**src/hdl/rhc_pkg.sv**
```systemverilog
// Shared types and constants for the RGB to HSV converter.
package rhc_pkg;

   localparam int CH_W     = 8;
   localparam int HUE_W    = 9;
   localparam int QUOT_W   = 9;
   localparam int DEN_W    = 9;
   localparam int NUM_W    = QUOT_W + DEN_W;
   localparam int HUE_WRAP = 360;

   typedef struct packed {
      logic [CH_W-1:0] red;
      logic [CH_W-1:0] green;
      logic [CH_W-1:0] blue;
   } rhc_req_type;

   typedef struct packed {
      logic [HUE_W-1:0] hue;
      logic [CH_W-1:0]  saturation;
      logic [CH_W-1:0]  brightness;
      logic             hue_held;
   } rhc_rsp_type;

   typedef struct packed {
      logic             held;
      logic [CH_W-1:0]  brightness;
      logic [NUM_W-1:0] sat_num;
      logic [DEN_W-1:0] sat_den;
      logic [NUM_W-1:0] hue_num;
      logic [DEN_W-1:0] hue_den;
   } rhc_prep_type;

   typedef struct packed {
      logic             start;
      logic [NUM_W-1:0] num;
      logic [DEN_W-1:0] den;
   } rhc_div_ctl_type;

   typedef struct packed {
      logic              busy;
      logic              done;
      logic [QUOT_W-1:0] quot;
   } rhc_div_stat_type;

endpackage

```
**src/hdl/rhc_prep.sv**
```systemverilog
// Pixel front end: max/min, and the dividend/divisor pairs for both divisions.
module rhc_prep (
   input  logic                 clock,
   input  logic                 load,
   input  rhc_pkg::rhc_req_type pixel,
   output rhc_pkg::rhc_prep_type prep
);
   import rhc_pkg::*;

   localparam int WIDE_W    = NUM_W + 2;
   localparam int SAT_SCALE = 510;

   rhc_prep_type prep_ff, prep_in;
   logic [CH_W-1:0] mx, mn, d;
   logic signed [WIDE_W-1:0] rs, gs, bs, ds, num, hue_wide;

   always_comb begin
      mx = (pixel.red > pixel.green) ? pixel.red : pixel.green;
      if (pixel.blue > mx) begin
         mx = pixel.blue;
      end
      mn = (pixel.red < pixel.green) ? pixel.red : pixel.green;
      if (pixel.blue < mn) begin
         mn = pixel.blue;
      end
      d  = mx - mn;
      rs = $signed({{(WIDE_W-CH_W){1'b0}}, pixel.red});
      gs = $signed({{(WIDE_W-CH_W){1'b0}}, pixel.green});
      bs = $signed({{(WIDE_W-CH_W){1'b0}}, pixel.blue});
      ds = $signed({{(WIDE_W-CH_W){1'b0}}, d});

      // red wins ties, then green
      if (mx == pixel.red) begin
         num = WIDE_W'(60) * (gs - bs);
         if (num < 0) begin
            num = num + WIDE_W'(360) * ds;
         end
      end else if (mx == pixel.green) begin
         num = WIDE_W'(60) * (bs - rs) + WIDE_W'(120) * ds;
      end else begin
         num = WIDE_W'(60) * (rs - gs) + WIDE_W'(240) * ds;
      end
      hue_wide = (num <<< 1) + ds;

      prep_in.held       = (d == '0);
      prep_in.brightness = mx;
      prep_in.sat_num    = NUM_W'(d) * NUM_W'(SAT_SCALE) + NUM_W'(mx);
      prep_in.sat_den    = {mx, 1'b0};
      prep_in.hue_num    = hue_wide[NUM_W-1:0];
      prep_in.hue_den    = {d, 1'b0};
   end

   always_ff @(posedge clock) begin
      if (load) begin
         prep_ff <= prep_in;
      end
   end

   assign prep = prep_ff;

endmodule

```
**src/hdl/rhc_divider.sv**
```systemverilog
// Bit-serial restoring divider, one quotient bit per cycle.
module rhc_divider (
   input  logic                      clock,
   input  logic                      reset,
   input  rhc_pkg::rhc_div_ctl_type  ctl,
   output rhc_pkg::rhc_div_stat_type stat
);
   import rhc_pkg::*;

   localparam int CNT_W = $clog2(QUOT_W);

   logic [DEN_W-1:0]  rem_ff, rem_in, den_ff, den_in;
   logic [QUOT_W-1:0] sh_ff, sh_in;
   logic [CNT_W-1:0]  cnt_ff, cnt_in;
   logic              busy_ff, busy_in, done_ff, done_in;
   logic [DEN_W:0]    trial, diff;
   logic              fits;

   always_comb begin
      trial = {rem_ff, sh_ff[QUOT_W-1]};
      diff  = trial - {1'b0, den_ff};
      fits  = (trial >= {1'b0, den_ff});

      rem_in  = rem_ff;
      sh_in   = sh_ff;
      den_in  = den_ff;
      cnt_in  = cnt_ff;
      busy_in = busy_ff;
      done_in = 1'b0;
      if (ctl.start) begin
         // quotient fits QUOT_W bits, so the top dividend bits start below the divisor
         rem_in  = ctl.num[NUM_W-1:QUOT_W];
         sh_in   = ctl.num[QUOT_W-1:0];
         den_in  = ctl.den;
         cnt_in  = '0;
         busy_in = 1'b1;
      end else if (busy_ff) begin
         rem_in = fits ? diff[DEN_W-1:0] : trial[DEN_W-1:0];
         sh_in  = {sh_ff[QUOT_W-2:0], fits};
         if (cnt_ff == CNT_W'(QUOT_W - 1)) begin
            busy_in = 1'b0;
            done_in = 1'b1;
         end else begin
            cnt_in = cnt_ff + 1'b1;
         end
      end
   end

   always_ff @(posedge clock) begin
      if (reset) begin
         busy_ff <= 1'b0;
         done_ff <= 1'b0;
         cnt_ff  <= '0;
      end else begin
         busy_ff <= busy_in;
         done_ff <= done_in;
         cnt_ff  <= cnt_in;
      end
   end

   always_ff @(posedge clock) begin
      rem_ff <= rem_in;
      sh_ff  <= sh_in;
      den_ff <= den_in;
   end

   assign stat.busy = busy_ff;
   assign stat.done = done_ff;
   assign stat.quot = sh_ff;

endmodule

```
**src/hdl/rgb_to_hsv_converter.sv**
```systemverilog
// Top level of the RGB to HSV converter: sequencer, output register, checks.
// Converts one 8-bit RGB pixel to hue (0..359 degrees), saturation and value
// (0..255). One pixel is worked at a time: a new pixel is not taken until the
// last one is in the output register. For a colored pixel both the saturation
// and the hue fraction go through one shared bit-serial divider, one after the
// other, after a setup state. A black or gray pixel skips the divider; it
// returns the last computed hue with hue_held set and saturation 0. The result
// sits in an output register, so the next pixel may be taken while it waits.
module rgb_to_hsv_converter (
   input  logic                 clock,
   input  logic                 reset,
   input  logic                 req_valid,
   output logic                 req_stall,
   input  rhc_pkg::rhc_req_type req_data,
   output logic                 rsp_valid,
   input  logic                 rsp_stall,
   output rhc_pkg::rhc_rsp_type rsp_data
);
   import rhc_pkg::*;

   typedef enum logic [2:0] {
      S_IDLE,
      S_LOAD,
      S_SAT,
      S_HUE,
      S_DONE
   } state_type;

   state_type        state_ff, state_in;
   logic             start_ff, start_in;
   logic [HUE_W-1:0] last_hue_ff, last_hue_in;
   logic [CH_W-1:0]  sat_ff, sat_in;
   logic             held_ff, held_in;
   logic             rsp_valid_ff, rsp_valid_in;
   rhc_rsp_type      rsp_data_ff, rsp_data_in;

   rhc_prep_type     prep;
   rhc_div_ctl_type  div_ctl;
   rhc_div_stat_type div_stat;
   logic             req_xfer;

   assign req_stall = (state_ff != S_IDLE);
   assign req_xfer  = req_valid && !req_stall;

   rhc_prep u_prep (
      .clock (clock),
      .load  (req_xfer),
      .pixel (req_data),
      .prep  (prep)
   );

   always_comb begin
      div_ctl.start = start_ff;
      div_ctl.num   = (state_ff == S_HUE) ? prep.hue_num : prep.sat_num;
      div_ctl.den   = (state_ff == S_HUE) ? prep.hue_den : prep.sat_den;
   end

   rhc_divider u_divider (
      .clock (clock),
      .reset (reset),
      .ctl   (div_ctl),
      .stat  (div_stat)
   );

   always_comb begin
      state_in     = state_ff;
      start_in     = 1'b0;
      last_hue_in  = last_hue_ff;
      sat_in       = sat_ff;
      held_in      = held_ff;
      rsp_valid_in = rsp_valid_ff;
      rsp_data_in  = rsp_data_ff;

      // drop the result once transferred
      if (rsp_valid_ff && !rsp_stall) begin
         rsp_valid_in = 1'b0;
      end

      case (state_ff)
         S_IDLE: begin
            if (req_xfer) begin
               state_in = S_LOAD;
            end
         end
         S_LOAD: begin
            held_in = prep.held;
            if (prep.held) begin
               sat_in   = '0;
               state_in = S_DONE;
            end else begin
               start_in = 1'b1;
               state_in = S_SAT;
            end
         end
         S_SAT: begin
            if (div_stat.done) begin
               sat_in   = div_stat.quot[CH_W-1:0];
               start_in = 1'b1;
               state_in = S_HUE;
            end
         end
         S_HUE: begin
            if (div_stat.done) begin
               // a hue that rounds up to a full turn wraps to zero
               if (div_stat.quot == HUE_W'(HUE_WRAP)) begin
                  last_hue_in = '0;
               end else begin
                  last_hue_in = div_stat.quot;
               end
               state_in = S_DONE;
            end
         end
         S_DONE: begin
            if (!rsp_valid_ff || !rsp_stall) begin
               rsp_valid_in           = 1'b1;
               rsp_data_in.hue        = last_hue_ff;
               rsp_data_in.saturation = sat_ff;
               rsp_data_in.brightness = prep.brightness;
               rsp_data_in.hue_held   = held_ff;
               state_in               = S_IDLE;
            end
         end
         default: begin
            state_in = S_IDLE;
         end
      endcase
   end

   always_ff @(posedge clock) begin
      if (reset) begin
         state_ff     <= S_IDLE;
         start_ff     <= 1'b0;
         last_hue_ff  <= '0;
         rsp_valid_ff <= 1'b0;
      end else begin
         state_ff     <= state_in;
         start_ff     <= start_in;
         last_hue_ff  <= last_hue_in;
         sat_ff       <= sat_in;
         held_ff      <= held_in;
         rsp_valid_ff <= rsp_valid_in;
         rsp_data_ff  <= rsp_data_in;
      end
   end

   assign rsp_valid = rsp_valid_ff;
   assign rsp_data  = rsp_data_ff;

`ifndef SYNTHESIS
   a_start_idle: assert property (@(posedge clock) disable iff (reset)
      div_ctl.start |-> !div_stat.busy)
      else $error("divider started while busy");

   a_done_state: assert property (@(posedge clock) disable iff (reset)
      div_stat.done |-> (state_ff == S_SAT || state_ff == S_HUE))
      else $error("divider finished outside a division state");

   a_hue_range: assert property (@(posedge clock) disable iff (reset)
      rsp_valid |-> (rsp_data.hue < HUE_W'(HUE_WRAP)))
      else $error("hue out of range");

   a_held_sat: assert property (@(posedge clock) disable iff (reset)
      (rsp_valid && rsp_data.hue_held) |-> (rsp_data.saturation == '0))
      else $error("held hue with nonzero saturation");
`endif

endmodule
```
**config.mk**
```make
export PLATFORM = sky130hd
export DESIGN_NAME = rgb_to_hsv_converter
export DESIGN_NICKNAME = d
export VERILOG_FILES = /design/src/hdl/rhc_pkg.sv /design/src/hdl/rhc_prep.sv /design/src/hdl/rhc_divider.sv /design/src/hdl/rgb_to_hsv_converter.sv
export SDC_FILE = /design/constraint.sdc
export NUM_CORES = 1
export LEC_CHECK = 0
export ABC_AREA = 0
export ABC_CLOCK_PERIOD_IN_PS = 33300
export BUFFER_PORTS_ARGS = -buffer_cell sky130_fd_sc_hd__buf_4
export CAP_MARGIN = 25
export CORE_MARGIN = 2
export CORE_UTILIZATION = 50
export DETAILED_ROUTE_END_ITERATION = 10
export GPL_TIMING_DRIVEN = 0
export PLACE_DENSITY = 0.74
export SLEW_MARGIN = 20
export SYNTH_ARGS = -nofsm -noshare
export SYNTH_HDL_FRONTEND = slang
export SYNTH_HIERARCHICAL = 1
export SYNTH_SLANG_ARGS = --single-unit
```
**constraint.sdc**
```tcl
create_clock -name clock -period 33.3 [get_ports clock]
set_input_delay 4.995 -clock clock [delete_from_list [all_inputs] [get_ports clock]]
set_output_delay 4.995 -clock clock [all_outputs]
set_load 0.02 [all_outputs]
```
==> key figures <==
Floorplanning
  • # rows: between 60 and 70
  • Die Area: 35300 sq um
  • Starting density of the core: ~50%
  • DIE HEIGHT: 188 um
  • Die Wd: 188 um
  • Placeable Area: 33400 sq um
  • Ports: 56

Timing
  • Setup TNS Final: 0 ns
  • Slew Limit Fails: 0
  • Min Tclk post-route: about 17 ns
  • Slew @ Worst Pin: 1.09 ns
  • Max_slew headroom: 25.3%
  • Max frequency: about 0.06 GHz
  • Final hold vios: 0
  • Final setup violation count: 0
  • Final period util: 50.2%
  • Hold_ws: 0.423 ns
  • Setup ws final: 16.60 ns
  • RSZ-0062 raised after global routing: false
  • Max Clock Skew: 0.00833 ns

Setup path
  • R2R setup slack: 30.47 ns
  • Crit path DAT: around 17 ns
  • Worst setup EP type: register
  • Crit Path Max Fanout: 13
  • CP endpoint: u_prep/prep[25]$_DFFE_PP_
  • Startpoint types: primary input
  • CP Launch Point: req_data[12]
  • Setup CP Type: in2reg
  • R2R Path End: u_divider/rem_ff[1]$_DFFE_PP_
  • Worst R2R Start: u_divider/sh_ff[8]$_DFFE_PP_
  • Cell mode on critical path: ha_1
  • Critical-path top delay cell: a2111oi_0
  • R2r worst-path depth: 9
  • Max stage delay on crit path: 0.92 ns
  • WP data required: 33.45 ns

Routing
  • DRT antenna net count: 0
  • DRT iter0 DRCs: 780
  • Vias per std cell: approximately 5.6
  • WL/cell: 17.1 um
  • # DRC: 0
  • Routed Wire Length: 40200 um
  • Vias: 13000
  • First-pass iteration count of the detailed router: 5

CTS
  • Worst skew pair latency: 0.42 ns
  • CTS Hold Bufs: 0
  • Setup Fix Bufs, Post-CTS: 0
  • PostCTS Resize Cnt: 0
  • # H-tree levels: 4
  • Clock buffer depth: 2
  • CTS tree: done
  • Root Driver: clkbuf_16
  • Clock-pin slew on the worst setup and hold paths: ~0.06 ns
  • # clock sinks: 131
  • Num CTS Buffers: 17

Global routing
  • Vias in the first global route: 13200
  • Global router's overall resource usage: 23.1%
  • Pin count of the biggest net entering global routing: 31
  • First-pass GRT wire length: 65600 um
  • Gr ovfl total: 0
  • Initial antenna violation count: 0

Cells and area
  • Area Growth Syn to Fin: 9.94%
  • Layout cells sized above 1: 11.7%
  • Antenna diode count: 0
  • Nets@finish: roughly 2200
  • Commonest cells after routing, fill and taps aside: 289 x inv_1, 241 x ha_1, 128 x xnor2_1, 116 x a21oi_1, 111 x edfxtp_1
  • Most common cell after layout, fill and taps aside: inv_1
  • Fill count: between 2000 and 3000

Place
  • Pre-CTS WS: approximately 16 ns
  • IO buf count: 55
  • Post-DP HPWL: between 30000 and 40000 um
  • Gpl congestion: 0.971

Yosys
  • Mapped Avg Cell Area: approximately 9.4 sq um
  • Synth Instances: 1804
  • Post-Syn Area: 16900 sq um
  • YS warnings: 6

Outcome
  • Status: finished, final reports clean

Hold path
  • Kind of path behind the tightest hold check: reg2reg

Run
  • Max Cap Viol: 0
## how the worst min path moves through the flow
| stage | startpoint | endpoint | slack [ns] | cells past startpoint |
|---|---|---|---|---|
| finish | sat_ff[3]$_SDFFCE_PP0P_ | rsp_data[12]$_DFFE_PP_ | 0.42 | 0 |
| global route | sat_ff[1]$_SDFFCE_PP0P_ | rsp_data[10]$_DFFE_PP_ | 0.43 | 0 |
| CTS | sat_ff[3]$_SDFFCE_PP0P_ | rsp_data[12]$_DFFE_PP_ | 0.43 | 0 |
| detailed placement | sat_ff[2]$_SDFFCE_PP0P_ | rsp_data[11]$_DFFE_PP_ | 0.41 | 0 |
| global placement | held_ff$_DFFE_PP_ | rsp_data[0]$_DFFE_PP_ | 0.40 | 0 |
| floorplan | held_ff$_DFFE_PP_ | rsp_data[0]$_DFFE_PP_ | 0.40 | 0 |
## critical path: cells and delay by family
family	cells	cell delay, ns
buffers and inverters	8	1.66
adder cells (fa/ha/maj)	7	2.71
AO/OA/AOI/OAI	15	4.97
AND/OR/NAND/NOR	8	1.53
XOR/XNOR	4	0.96
## registers in the layout (all words and copies together) (netlist names), 3 cells and up
register and count:
rsp_data 26, u_divider/den_ff 9, u_divider/cnt_ff 4, last_hue_ff 9, sat_ff 8, u_prep/prep 49, u_divider/sh_ff 9, state_ff 3
u_divider/rem_ff 9
## layout make-up
type	instances	area [sq um]	share of cell area, %
clock buffers	17	425	2.29
inverters	293	1100	5.91
plain buffers	46	283	1.52
clock inverters	15	193	1.04
multi-input cells	1335	11800	63.6
repair buffers	61	472	2.54
well taps	448	561	3.01
flip-flops and latches	131	3730	20.1
## metal layers
metal	part of all wire [%]	global-route usage [%]
met4	2.9	7.33
met1	43	28.9
met3	4.1	2.17
met2	50	41.8
met5	0	0
## metrics by stage
stage / util, % / instances / area [sq um]
after floorplan: - / 1805 / 16900
final: 55.6 / 2346 / 18600
after global placement: 53.5 / 2308 / 17900
after detailed placement: 53.7 / 2312 / 18000
after global routing: 55.6 / 2346 / 18600
after CTS: 55.6 / 2344 / 18600
Power is not shown: default switching activity piles up to over one toggle a cycle in this logic, so the estimate is an artifact.
